[src/nfts_pkg.sv]
// types and constants shared by the noise filter timebase search unit
`timescale 1ns / 1ps

package nfts_pkg;

  // field widths
  localparam int unsigned THR_W    = 24;
  localparam int unsigned PRESC_W  = 5;
  localparam int unsigned MULT_W   = 8;
  localparam int unsigned PERIOD_W = 32;
  localparam int unsigned CFG_W    = 32;
  localparam int unsigned QUOT_W   = 32;
  localparam int unsigned PROD_W   = QUOT_W + MULT_W;

  // configuration register index
  typedef enum logic [1:0] {
    REG_PRESCALER_BITS  = 2'd0,
    REG_MULTIPLIER_BITS = 2'd1,
    REG_BITDEPTH        = 2'd2,
    REG_MIN_PERIOD      = 2'd3
  } cfg_idx_t;

  // register reset values
  localparam logic [2:0]  RST_PRESCALER_BITS  = 3'd5;
  localparam logic [3:0]  RST_MULTIPLIER_BITS = 4'd4;
  localparam logic [3:0]  RST_BITDEPTH        = 4'd4;
  localparam logic [31:0] RST_MIN_PERIOD      = 32'd2592;

  // search bounds
  localparam logic [2:0] PRESC_BITS_MAX = 3'd5;
  localparam logic [3:0] MULT_BITS_MAX  = 4'd8;
  localparam logic [3:0] DEPTH_MAX      = 4'd8;
  localparam logic [3:0] DEPTH_MIN      = 4'd2;

  // sequencer states
  typedef enum logic [2:0] {
    S_IDLE,
    S_SCAN,
    S_CMP,
    S_DIV,
    S_PERM,
    S_PERC,
    S_DONE
  } state_t;

  // divider handshake
  typedef struct packed {
    logic                start;
    logic [QUOT_W-1:0]   dividend;
    logic [MULT_W-1:0]   divisor;
  } div_req_t;

endpackage

[src/nfts_if.sv]
// input and output channel interfaces of the timebase search unit
`timescale 1ns / 1ps

interface nfts_in_if;
  logic                        valid;
  logic                        ready;
  logic [nfts_pkg::THR_W-1:0]  threshold_value;

  modport source (output valid, output threshold_value, input ready);
  modport sink   (input valid, input threshold_value, output ready);
endinterface

interface nfts_out_if;
  logic                           valid;
  logic                           ready;
  logic [nfts_pkg::PRESC_W-1:0]   chosen_prescaler;
  logic [nfts_pkg::MULT_W-1:0]    chosen_multiplier;
  logic [nfts_pkg::PERIOD_W-1:0]  period_out;
  logic                           found;
  logic                           bad_threshold;

  modport source (output valid, output chosen_prescaler, output chosen_multiplier,
                  output period_out, output found, output bad_threshold, input ready);
  modport sink   (input valid, input chosen_prescaler, input chosen_multiplier,
                  input period_out, input found, input bad_threshold, output ready);
endinterface

[src/nfts_mul.sv]
// shared 32 x 8 multiplier with registered product
`timescale 1ns / 1ps

module nfts_mul (
  input  logic                          clk,
  input  logic [nfts_pkg::QUOT_W-1:0]   a,
  input  logic [nfts_pkg::MULT_W-1:0]   b,
  output logic [nfts_pkg::PROD_W-1:0]   prod
);

  // product register
  always_ff @(posedge clk) begin
    prod <= nfts_pkg::PROD_W'(a) * nfts_pkg::PROD_W'(b);
  end

endmodule

[src/nfts_div.sv]
// radix-2 restoring divider, one quotient bit per cycle
`timescale 1ns / 1ps

module nfts_div (
  input  logic                          clk,
  input  logic                          rst,
  input  nfts_pkg::div_req_t            req,
  output logic                          done,
  output logic [nfts_pkg::QUOT_W-1:0]   quotient
);

  localparam int unsigned CNT_W = $clog2(nfts_pkg::QUOT_W);

  logic                          busy;
  logic [CNT_W-1:0]              cnt;
  logic [nfts_pkg::MULT_W-1:0]   divisor;
  logic [nfts_pkg::MULT_W-1:0]   rem;
  logic [nfts_pkg::MULT_W:0]     rem_sh;
  logic                          qbit;
  logic [nfts_pkg::MULT_W:0]     rem_sub;

  // one restoring step
  always_comb begin
    rem_sh  = {rem, quotient[nfts_pkg::QUOT_W-1]};
    qbit    = (rem_sh >= {1'b0, divisor});
    rem_sub = rem_sh - {1'b0, divisor};
  end

  // control
  always_ff @(posedge clk) begin
    if (rst) begin
      busy <= 1'b0;
      done <= 1'b0;
      cnt  <= '0;
    end else begin
      done <= 1'b0;
      if (req.start) begin
        busy <= 1'b1;
        cnt  <= '0;
      end else if (busy) begin
        cnt <= cnt + 1'b1;
        if (cnt == CNT_W'(nfts_pkg::QUOT_W - 1)) begin
          busy <= 1'b0;
          done <= 1'b1;
        end
      end
    end
  end

  // dividend shifts out as quotient shifts in
  always_ff @(posedge clk) begin
    if (req.start) begin
      quotient <= req.dividend;
      divisor  <= req.divisor;
      rem      <= '0;
    end else if (busy) begin
      quotient <= {quotient[nfts_pkg::QUOT_W-2:0], qbit};
      rem      <= qbit ? rem_sub[nfts_pkg::MULT_W-1:0] : rem_sh[nfts_pkg::MULT_W-1:0];
    end
  end

endmodule

[src/noise_filter_timebase_search_unit.sv]
// timebase search unit: sequencer over prescaler and multiplier candidates
//
//   channel   dir   beat contents
//   in_ch     in    threshold_value
//   out_ch    out   chosen_prescaler, chosen_multiplier, period_out, found, bad_threshold
//   cfg_*     in    cfg_we, cfg_index, cfg_data (write only)
//
// scan: the sequencer steps the multiplier for each prescaler from 1 to 2^pb - 1; a
//   candidate that needs the compare passes through S_CMP, one that needs a division
//   runs the divider in S_DIV, registers the period product in S_PERM and checks it in
//   S_PERC; the beat is loaded in done
// a zero threshold, or a prescaler width of zero, goes from idle straight to done
// synchronous reset returns the configuration registers to their defaults and the sequencer to idle
// in_ch is ready only while idle; a finished beat waits in the output register

`timescale 1ns / 1ps

module noise_filter_timebase_search_unit (
  input  logic                          clk,
  input  logic                          rst,
  input  logic                          cfg_we,
  input  logic [1:0]                    cfg_index,
  input  logic [nfts_pkg::CFG_W-1:0]    cfg_data,
  nfts_in_if.sink                       in_ch,
  nfts_out_if.source                    out_ch
);

  // configuration registers
  logic [2:0]  prescaler_bits;
  logic [3:0]  multiplier_bits;
  logic [3:0]  timestamp_bitdepth;
  logic [31:0] min_period;

  nfts_pkg::state_t state, state_next;

  // search registers
  logic [nfts_pkg::THR_W-1:0]    thr;
  logic [nfts_pkg::PRESC_W-1:0]  p;
  logic [nfts_pkg::MULT_W:0]     m;
  logic [31:0]                   acc;
  logic [7:0]                    cand_t;
  logic                          have;
  logic                          bad;
  logic [nfts_pkg::QUOT_W-1:0]   best_quot;
  logic [nfts_pkg::PRESC_W-1:0]  best_p;
  logic [nfts_pkg::MULT_W-1:0]   best_m;
  logic [31:0]                   best_per;
  logic                          out_valid;

  // derived bounds
  logic [2:0]                    pb;
  logic [3:0]                    mb;
  logic [3:0]                    bd;
  logic [nfts_pkg::PRESC_W-1:0]  p_lim;
  logic [nfts_pkg::MULT_W-1:0]   m_lim;
  logic [7:0]                    lim;
  logic [5:0]                    p_end;
  logic [8:0]                    m_end;
  logic [8:0]                    lim_w;

  // candidate arithmetic
  logic [31:0]                   pow;
  logic [31:0]                   half;
  logic [32:0]                   tsum;
  logic [32:0]                   tw;
  logic [31:0]                   per;

  // shared units
  logic [nfts_pkg::QUOT_W-1:0]   mul_a;
  logic [nfts_pkg::MULT_W-1:0]   mul_b;
  logic [nfts_pkg::PROD_W-1:0]   prod;
  nfts_pkg::div_req_t            div_req;
  logic                          div_done;
  logic [nfts_pkg::QUOT_W-1:0]   div_quot;

  // sequencer controls
  logic in_fire;
  logic div_start;
  logic adv_m;
  logic next_p;
  logic take_best;
  logic load_out;

  assign in_fire      = in_ch.valid && in_ch.ready;
  assign in_ch.ready  = (state == nfts_pkg::S_IDLE);
  assign out_ch.valid = out_valid;

  // clamp configuration into search bounds
  always_comb begin
    pb    = (prescaler_bits > nfts_pkg::PRESC_BITS_MAX) ? nfts_pkg::PRESC_BITS_MAX
                                                        : prescaler_bits;
    mb    = (multiplier_bits > nfts_pkg::MULT_BITS_MAX) ? nfts_pkg::MULT_BITS_MAX
                                                        : multiplier_bits;
    bd    = (timestamp_bitdepth > nfts_pkg::DEPTH_MAX) ? nfts_pkg::DEPTH_MAX
                                                       : timestamp_bitdepth;
    p_end = 6'd1 << pb;
    m_end = 9'd1 << mb;
    lim_w = 9'd1 << bd;
    p_lim = nfts_pkg::PRESC_W'(p_end - 6'd1);
    m_lim = nfts_pkg::MULT_W'(m_end - 9'd1);
    lim   = (bd < nfts_pkg::DEPTH_MIN) ? 8'd0 : 8'(lim_w - 9'd2);
  end

  // low-res threshold of the current candidate, acc holds m * thr
  always_comb begin
    pow  = 32'd1 << p;
    half = pow >> 1;
    tsum = {1'b0, acc} + {1'b0, half};
    tw   = tsum >> p;
  end

  // period with saturation
  assign per = (prod[nfts_pkg::PROD_W-1:32] != '0) ? 32'hFFFF_FFFF : prod[31:0];

  // shared multiplier operands
  always_comb begin
    if (state == nfts_pkg::S_PERM) begin
      mul_a = div_quot - 1'b1;
      mul_b = lim - cand_t;
    end else begin
      mul_a = best_quot;
      mul_b = m[nfts_pkg::MULT_W-1:0];
    end
  end

  nfts_mul u_mul (
    .clk  (clk),
    .a    (mul_a),
    .b    (mul_b),
    .prod (prod)
  );

  assign div_req.start    = div_start;
  assign div_req.dividend = pow;
  assign div_req.divisor  = m[nfts_pkg::MULT_W-1:0];

  nfts_div u_div (
    .clk      (clk),
    .rst      (rst),
    .req      (div_req),
    .done     (div_done),
    .quotient (div_quot)
  );

  // next state and sequencer controls
  always_comb begin
    state_next = state;
    div_start  = 1'b0;
    adv_m      = 1'b0;
    next_p     = 1'b0;
    take_best  = 1'b0;
    load_out   = 1'b0;
    case (state)
      nfts_pkg::S_IDLE: begin
        if (in_fire) begin
          if (in_ch.threshold_value == '0 || p_lim == '0) begin
            state_next = nfts_pkg::S_DONE;
          end else begin
            state_next = nfts_pkg::S_SCAN;
          end
        end
      end
      nfts_pkg::S_SCAN: begin
        if (m > {1'b0, m_lim} || tw >= 33'(lim)) begin
          if (p == p_lim) begin
            state_next = nfts_pkg::S_DONE;
          end else begin
            next_p = 1'b1;
          end
        end else if (tw == '0 || 32'(m) > pow) begin
          adv_m = 1'b1;
        end else if (have) begin
          state_next = nfts_pkg::S_CMP;
        end else begin
          div_start  = 1'b1;
          state_next = nfts_pkg::S_DIV;
        end
      end
      nfts_pkg::S_CMP: begin
        // strictly better when 2^p < best_quot * m
        if (prod > nfts_pkg::PROD_W'(pow)) begin
          div_start  = 1'b1;
          state_next = nfts_pkg::S_DIV;
        end else begin
          adv_m      = 1'b1;
          state_next = nfts_pkg::S_SCAN;
        end
      end
      nfts_pkg::S_DIV: begin
        if (div_done) begin
          state_next = nfts_pkg::S_PERM;
        end
      end
      nfts_pkg::S_PERM: begin
        state_next = nfts_pkg::S_PERC;
      end
      nfts_pkg::S_PERC: begin
        if (per != '0 && per >= min_period) begin
          take_best = 1'b1;
        end
        adv_m      = 1'b1;
        state_next = nfts_pkg::S_SCAN;
      end
      nfts_pkg::S_DONE: begin
        if (!out_valid || out_ch.ready) begin
          load_out   = 1'b1;
          state_next = nfts_pkg::S_IDLE;
        end
      end
      default: begin
        state_next = nfts_pkg::S_IDLE;
      end
    endcase
  end

  // state, configuration and output valid
  always_ff @(posedge clk) begin
    if (rst) begin
      state              <= nfts_pkg::S_IDLE;
      out_valid          <= 1'b0;
      prescaler_bits     <= nfts_pkg::RST_PRESCALER_BITS;
      multiplier_bits    <= nfts_pkg::RST_MULTIPLIER_BITS;
      timestamp_bitdepth <= nfts_pkg::RST_BITDEPTH;
      min_period         <= nfts_pkg::RST_MIN_PERIOD;
    end else begin
      state <= state_next;
      if (out_valid && out_ch.ready) begin
        out_valid <= 1'b0;
      end
      if (load_out) begin
        out_valid <= 1'b1;
      end
      if (cfg_we) begin
        case (nfts_pkg::cfg_idx_t'(cfg_index))
          nfts_pkg::REG_PRESCALER_BITS:  prescaler_bits     <= cfg_data[2:0];
          nfts_pkg::REG_MULTIPLIER_BITS: multiplier_bits    <= cfg_data[3:0];
          nfts_pkg::REG_BITDEPTH:        timestamp_bitdepth <= cfg_data[3:0];
          nfts_pkg::REG_MIN_PERIOD:      min_period         <= cfg_data;
          default: begin
          end
        endcase
      end
    end
  end

  // search datapath
  always_ff @(posedge clk) begin
    if (in_fire) begin
      thr       <= in_ch.threshold_value;
      p         <= nfts_pkg::PRESC_W'(1);
      m         <= 9'd1;
      acc       <= 32'(in_ch.threshold_value);
      have      <= 1'b0;
      bad       <= (in_ch.threshold_value == '0);
      best_quot <= '0;
      best_p    <= '0;
      best_m    <= '0;
      best_per  <= '0;
    end else begin
      if (state == nfts_pkg::S_SCAN) begin
        cand_t <= tw[7:0];
      end
      if (next_p) begin
        p   <= p + 1'b1;
        m   <= 9'd1;
        acc <= 32'(thr);
      end
      if (adv_m) begin
        m   <= m + 1'b1;
        acc <= acc + 32'(thr);
      end
      if (take_best) begin
        have      <= 1'b1;
        best_quot <= div_quot;
        best_p    <= p;
        best_m    <= m[nfts_pkg::MULT_W-1:0];
        best_per  <= per;
      end
    end
  end

  // output register
  always_ff @(posedge clk) begin
    if (load_out) begin
      out_ch.chosen_prescaler  <= best_p;
      out_ch.chosen_multiplier <= best_m;
      out_ch.period_out        <= best_per;
      out_ch.found             <= have;
      out_ch.bad_threshold     <= bad;
    end
  end

endmodule
[src/flat_wrapper.sv]
// flat-port wrapper written by rule: the top's interface ports become plain ports
module noise_filter_timebase_search_unit_flat 
  (clk, rst, cfg_we, cfg_index, cfg_data, in_ch_valid, in_ch_threshold_value, in_ch_ready, out_ch_valid, out_ch_chosen_prescaler, out_ch_chosen_multiplier, out_ch_period_out, out_ch_found, out_ch_bad_threshold, out_ch_ready);
  nfts_in_if in_ch_i ();
  nfts_out_if out_ch_i ();
  input  logic clk;
  input  logic rst;
  input  logic cfg_we;
  input  logic [1:0] cfg_index;
  input  logic [nfts_pkg::CFG_W-1:0] cfg_data;
  input wire logic [$bits(in_ch_i.valid)-1:0] in_ch_valid;
  input wire logic [$bits(in_ch_i.threshold_value)-1:0] in_ch_threshold_value;
  output wire logic [$bits(in_ch_i.ready)-1:0] in_ch_ready;
  output wire logic [$bits(out_ch_i.valid)-1:0] out_ch_valid;
  output wire logic [$bits(out_ch_i.chosen_prescaler)-1:0] out_ch_chosen_prescaler;
  output wire logic [$bits(out_ch_i.chosen_multiplier)-1:0] out_ch_chosen_multiplier;
  output wire logic [$bits(out_ch_i.period_out)-1:0] out_ch_period_out;
  output wire logic [$bits(out_ch_i.found)-1:0] out_ch_found;
  output wire logic [$bits(out_ch_i.bad_threshold)-1:0] out_ch_bad_threshold;
  input wire logic [$bits(out_ch_i.ready)-1:0] out_ch_ready;
  assign in_ch_i.valid = in_ch_valid;
  assign in_ch_i.threshold_value = in_ch_threshold_value;
  assign in_ch_ready = in_ch_i.ready;
  assign out_ch_valid = out_ch_i.valid;
  assign out_ch_chosen_prescaler = out_ch_i.chosen_prescaler;
  assign out_ch_chosen_multiplier = out_ch_i.chosen_multiplier;
  assign out_ch_period_out = out_ch_i.period_out;
  assign out_ch_found = out_ch_i.found;
  assign out_ch_bad_threshold = out_ch_i.bad_threshold;
  assign out_ch_i.ready = out_ch_ready;
  noise_filter_timebase_search_unit u_core (.clk(clk), .rst(rst), .cfg_we(cfg_we), .cfg_index(cfg_index), .cfg_data(cfg_data), .in_ch(in_ch_i), .out_ch(out_ch_i));
endmodule
[config.mk]
export PLATFORM = sky130hd
export DESIGN_NAME = noise_filter_timebase_search_unit_flat
export DESIGN_NICKNAME = d
export VERILOG_FILES = /design/src/nfts_pkg.sv /design/src/nfts_if.sv /design/src/nfts_mul.sv /design/src/nfts_div.sv /design/src/noise_filter_timebase_search_unit.sv /design/src/flat_wrapper.sv
export SDC_FILE = /design/constraint.sdc
export NUM_CORES = 2
export LEC_CHECK = 0
export ABC_CLOCK_PERIOD_IN_PS = 18900
export BUFFER_PORTS_ARGS = -buffer_cell sky130_fd_sc_hd__buf_2
export CAP_MARGIN = 20
export CORE_UTILIZATION = 65
export DETAILED_ROUTE_END_ITERATION = 7
export HOLD_SLACK_MARGIN = 0.12
export PLACE_DENSITY = 0.83
export SLEW_MARGIN = 25
export SYNTH_ARGS = -nofsm -noshare
export SYNTH_HDL_FRONTEND = slang
export SYNTH_HIERARCHICAL = 1
export SYNTH_SLANG_ARGS = --single-unit
[constraint.sdc]
create_clock -name clk -period 18.9 [get_ports clk]
set_clock_uncertainty 0.1 [all_clocks]
set_input_delay 0.945 -clock clk [delete_from_list [all_inputs] [get_ports clk]]
set_output_delay 0.945 -clock clk [all_outputs]
set_load 0.02 [all_outputs]
== Word-level counts from Yosys, hierarchy flattened ==
Index checks and enable logic that the tools add are counted.
Storage, ports and cells
  flip-flop bits (word level): 346
  input port bits: 63
  output and inout port bits: 49
  word-level logic and storage cells: 149
Operators by class
  add/subtract/negate cells: 11
  multipliers: 1
  magnitude comparators: 10
  equality and inequality tests: 16
  shift operators: 5
  mux-type cells: 47
  bitwise operators: 2
  reduce and logical (&&, ||, !) cells: 27
Operators by type and width (number)
  two-way mux 32 bit: 6
  greater-than comparator 40 x 32 -> 1 bit: 1
  multiplier 32 x 8 -> 40 bit: 1
  adder 32 x 31 -> 33 bit: 1
  greater-or-equal comparator 33 x 8 -> 1 bit: 1
  logical NOT 33 bit: 1
  >> shifter 33 x 5 -> 33 bit: 1
  adder 32 x 24 -> 32 bit: 1
  greater-or-equal comparator 32 bit: 1
  greater-than comparator 9 x 32 -> 1 bit: 1
  nonzero test 32 bit: 1
  << shifter 1 x 5 -> 32 bit, first input constant: 1
  subtractor 32 x 1 -> 32 bit, second input constant: 1
  logical NOT 24 bit: 1
  two-way mux 24 bit: 1
  two-way mux 3 bit: 8
  two-way mux 8 bit: 3
  two-way mux 1 bit: 21
  case mux 3 bit (7 select lines): 1
  two-way mux 9 bit: 2
  << shifter 1 x 4 -> 8 bit, first input constant: 2
  subtractor 8 bit: 2
  adder 5 x 1 -> 5 bit, second input constant: 2
  AND reduction 2 bit: 5
  other kinds (38): 53

== Logic depth before layout (Yosys ltp) ==
  depth after elaboration: 12
  mapped depth: 43
  depth with buffers taken out: 37

== Cells and area by module ==
Netlist, hierarchy kept.
By module, submodules not included
  noise_filter_timebase_search_unit: times used 1, cells an instance 2283, area each 19269.7 um^2, sequential area each 6065.8 um^2
  nfts_mul: times used 1, cells an instance 1011, area each 9019.9 um^2, sequential area each 800.8 um^2
  nfts_div: times used 1, cells an instance 222, area each 2735.1 um^2, sequential area each 1501.4 um^2

== Worst setup path before layout ==
Ideal clock, no wire load.
  path kind: register to register
  from: reg u_core/p[1] (netlist name)
  to: reg u_core/u_div/quotient[0] (netlist name), enable pin
  setup time: 0.375 ns
  arrival: 8.732 ns
  required time: 18.425 ns
  setup slack: 9.694 ns
  stages on the path, launching flop included: 41
  buffers on the path: 5
  period minus slack after synthesis: 9.206 ns
  path through: dfxtp_1 inv_1 buf_1 buf_1 clkbuf_1 ha_1 inv_1 nor2_1 nand2_1 inv_1 ha_1 fa_1 a211oi_2 o211ai_2 a31oi_2 a2111oi_4 o31a_1 o21ai_1 [5 not listed] ha_1 nor2b_1 o21ai_0 nand2b_1 a21oi_1 nor2b_1 o21ai_0 nand2b_1 a21oi_1 nor2b_1 nor4_1 nand3_1 nor2_1 o2111ai_1 a21oi_1 clkbuf_1 buf_1 or2_2
On the way
  longest elaborated chain between the ends: 9
  elaborated cells between the ends (all ways): 14
  those cells by class: 1 x add/sub; 3 x order compare; 2 x shift; 4 x mux; 4 x reduce/logical
Ends and longest elaborated chain
  from (decl): line noise_filter_timebase_search_unit.sv:38  | logic [nfts_pkg::PRESC_W-1:0] p;
  from (signal assigned): line noise_filter_timebase_search_unit.sv:250  | p <= nfts_pkg::PRESC_W'(1);
  from (signal assigned): line noise_filter_timebase_search_unit.sv:264  | p <= p + 1'b1;
  << shifter 1 x 5 -> 32 bit *: line noise_filter_timebase_search_unit.sv:106  | pow = 32'd1 << p;
  net u_core.pow[1]: line noise_filter_timebase_search_unit.sv:62  | logic [31:0] pow;
  adder 32 x 31 -> 33 bit *: line noise_filter_timebase_search_unit.sv:108  | tsum = {1'b0, acc} + {1'b0, half};
  >> shifter 33 x 5 -> 33 bit *: line noise_filter_timebase_search_unit.sv:109  | tw = tsum >> p;
  net u_core.tw[1]: line noise_filter_timebase_search_unit.sv:65  | logic [32:0] tw;
  branches (longest 3 deep; another with greater-or-equal comparator 33 x 8 -> 1 bit)
  two-way mux 1 bit *: line noise_filter_timebase_search_unit.sv:164  | if (m > {1'b0, m_lim} || tw >= 33'(lim)) begin
  case mux 1 bit (2 select lines) *: line noise_filter_timebase_search_unit.sv:153  | case (state)
  net u_core.div_start: line noise_filter_timebase_search_unit.sv:78  | logic div_start;
  nonzero test 2 bit (no source line) *
  to (signal assigned): line nfts_div.sv:53  | quotient <= req.dividend;
  to (signal assigned): line nfts_div.sv:57  | quotient <= {quotient[nfts_pkg::QUOT_W-2:0], qbit};
  to (decl): line nfts_div.sv:9  | output logic [nfts_pkg::QUOT_W-1:0] quotient
Mark *: on every way through the listed nets, which the timed path passes.
A chain may end at the register's enable or synchronous reset.

== Worst setup path in the final report ==
  from: reg u_core/p[2] (netlist name)
  to: reg u_core/u_div/quotient[25] (netlist name), enable pin
The elaborated chain is that of the path after synthesis.

==> key figures <==
Timing
  • Max-slew headroom: 22.2%
  • Minimum clock period: 10480 ps
  • Setup_tns: 0 ps
  • Fin. max-slew vios: 0
  • Least-Margin Pin Slew: 1150 ps
  • Fin. Hold Viols: 0
  • Tcrit/Tclk final: 55.5%
  • Hold WS: 313 ps
  • Setup violators final: 0
  • Fmax: 95.4 MHz
  • Unrepaired setup endpoints after global routing: no

Place
  • Placer congestion estimate: 1.04
  • IO Port Bufs: 111
  • DP HPWL: 68600 um
  • DP Area: 32000 sq um

Worst setup path
  • Critical Path End Type: register
  • FF-to-FF End: u_core/u_div/quotient[25]
  • Bufs and invs on worst path: 4
  • CP arrival: 10570 ps
  • CP max stage delay: 740 ps
  • Req. time, crit path: 18990 ps
  • R2r setup slk: 8420 ps
  • R2R cell count: 34
  • Largest delay contributor family on the critical path: simple AND/OR/NAND/NOR gates
  • Worst path slowest cell: or2_2
  • CP startpoint kind: register
  • CP Max Fanout: 33
  • CP Class: register to register
  • Worst r2r src: u_core/p[2]

Run status
  • Status: finished with violations
  • Violated checks: design-rule violations

Detailed routing
  • WL per Instance: 21.9 um
  • Pre-antenna DRT Iters: 8
  • DRT iter0 DRCs: 2931
  • DR vias/cell: 6.54
  • Routed vias: 27400
  • Final ANT Viol Nets: 0
  • Routed WL: 91900 um
  • DRC Markers: 28

Synth
  • Net count of the mapped netlist: 3996
  • FFs w/ async S/R, synth: 0%
  • Synth Warn #: 6
  • Yosys top cell by area: edfxtp_1
  • Post-synth EDFFs: 144
  • Sequential area share after synthesis: 27.0%
  • Synth top area share: 13.9%
  • Seq cells post-synth: 346
  • Top post-synthesis cells by area: edfxtp_1, dfxtp_1, fa_1, ha_1, and2_1
  • Post-Synthesis Cells: 3516
  • Distinct cells, synth: 107
  • Post-Syn Area per Cell: 8.82 sq um
  • Post-synth top flop: dfxtp_1
  • Cell area after synthesis: 31000 sq um

Min path
  • Hold_sp: u_core/best_per[14]
  • Worst Hold Endpoint: u_core/out_ch.period_out[14]
  • Hold path cells: 0
  • HP Class: register to register

Floorplanning
  • Die Y: 220 um
  • Starting Density: 66.2%
  • I/O Pins: 112
  • Core Area: 46900 sq um
  • Die Width: 220 um
  • Num rows: 79
  • Die area: 48600 sq um

Run
  • Max-cap viol count: 0

CTS
  • Post_cts resized: 0
  • Post-CTS Setup Bufs: 0
  • Maximum level of the CTS H-tree: 2
  • CTS sink cnt: 346
  • Num CTS Buffers: 40
  • Post-CTS Hold Buffers: 0
  • Root buf cell: clkbuf_16
  • CTS Buffer Depth: 3
  • Reg clk slew, reported paths: 80 ps
  • CTS tree: built
  • Clk_lat worst skew: 600 ps

Final layout
  • Share of layout cells above drive strength 1: 10.5%
  • Fill count: 3513
  • Layout Nets: 4022
  • Finished Cell Area: 33500 sq um
  • Multi-input gate area: 20800 sq um
  • FF/Latch Area: 8370 sq um
  • Fin util: 71.4%
  • Area growth from synthesis to layout: 7.84%

GRT
  • Initial antenna violation count: 6
  • Vias in the first global route: 26500
  • Pin count of the biggest net entering global routing: 72
  • Overall global routing resource usage: 37.9%
  • Total global routing overflow: 0
  • First-pass GRT wire length: 144000 um

Pwr
  • Overall Power: 4.97 mW
  • Power per cell area: 149 nW/um^2
  • Peak supply drop: 0.000132 V
  • Pleak: 15.5 nW
-- per-stage QoR --
step	instances	worst slack, ps
final	4187	8420
after global routing	4181	7650
after CTS	4181	8620
after detailed placement	4107	8750
after global placement	4107	9070
after floorplan	3516	9690
-- synthesized netlist by cell type (38+ instances only) --
library cell / count
fa_1: 184
or2_2: 46
edfxtp_1: 144
mux2_2: 42
nand2_1: 320
ha_1: 233
mux2i_1: 109
dfxtp_1: 202
nor2_1: 244
a21o_1: 65
inv_1: 326
o211ai_1: 39
nor3_1: 53
o21ai_0: 158
nand2b_1: 38
nand3_1: 91
xnor2_1: 82
xor2_1: 41
clkbuf_1: 126
nand4_1: 49
a21oi_1: 179
and2_1: 224
-- layout by cell type (no fill, tap or decap), drive strengths merged, types with 56 or more instances in the layout --
cell type and instances:
a21oi 179, nor2 244, nand3 91, ha 233, fa 184, dfxtp 202, edfxtp 144, a21o 67
buf 150, clkbuf 56, and2 225, inv 328, xnor2 82, mux2i 110, nand2 320, o21ai 167
-- layout make-up --
class | instances | share of cell area [%]
clock inverter | 18 | 0.782
timing repair buffer | 150 | 2.54
antenna | 6 | 0.0449
clock buffer | 56 | 3.48
sequential | 346 | 25.0
tap | 607 | 2.27
multi-input combinational | 2675 | 62.2
inverter | 329 | 3.70
-- worst max path at each step --
stage                      from                   endpoint  slack (ps)  depth (start not counted)
detailed placement  u_core/p[2]  u_core/u_div/quotient[25]        8750                         34
global route        u_core/p[2]  u_core/u_div/quotient[25]        7650                         34
floorplan           u_core/p[1]   u_core/u_div/quotient[0]        9690                         40
finish              u_core/p[2]  u_core/u_div/quotient[25]        8420                         34
global placement    u_core/p[2]  u_core/u_div/quotient[22]        9070                         34
CTS                 u_core/p[2]  u_core/u_div/quotient[21]        8620                         34
-- per-layer routing --
| metal | wire length (um) | vias to the layer above | track usage (%) |
|---|---|---|---|
| met3 | 8910 | 316 | 8.60 |
| met5 | 11 | - | 0 |
| li1 | - | 12400 | - |
| met1 | 36000 | 13200 | 48.1 |
| met4 | 4320 | 2 | 17.9 |
| met2 | 42600 | 1504 | 61.2 |
-- registers in the layout, summed over array words and instances (netlist names), 9 cells and up --
signal / count
u_core/min_period: 32
u_core/m: 9
u_core/acc: 32
u_core/best_quot: 32
u_core/out_ch.period_out: 32
u_core/best_per: 32
u_core/thr: 24
u_core/u_div/quotient: 32
u_core/u_mul/prod: 40
-- logic make-up after synthesis --
family	Yosys count	synth area share, %
fa+ha+maj	417	21.3
compound gates	737	16.3
simple gates	1236	20.1
xor+xnor	124	3.56
buf+inv	495	6.14
mux	159	5.59
flops	346	27.0
other cells	2	0.0242
-- report_power, final --
part	switching [mW]	internal [mW]	leakage (nW)	total [mW]
clock	0.338	0.503	0.694	0.841
sequential	0.261	1.02	2.99	1.28
combinational	1.76	1.09	11.8	2.85
No activity file was read; power rests on OpenSTA's default activity.
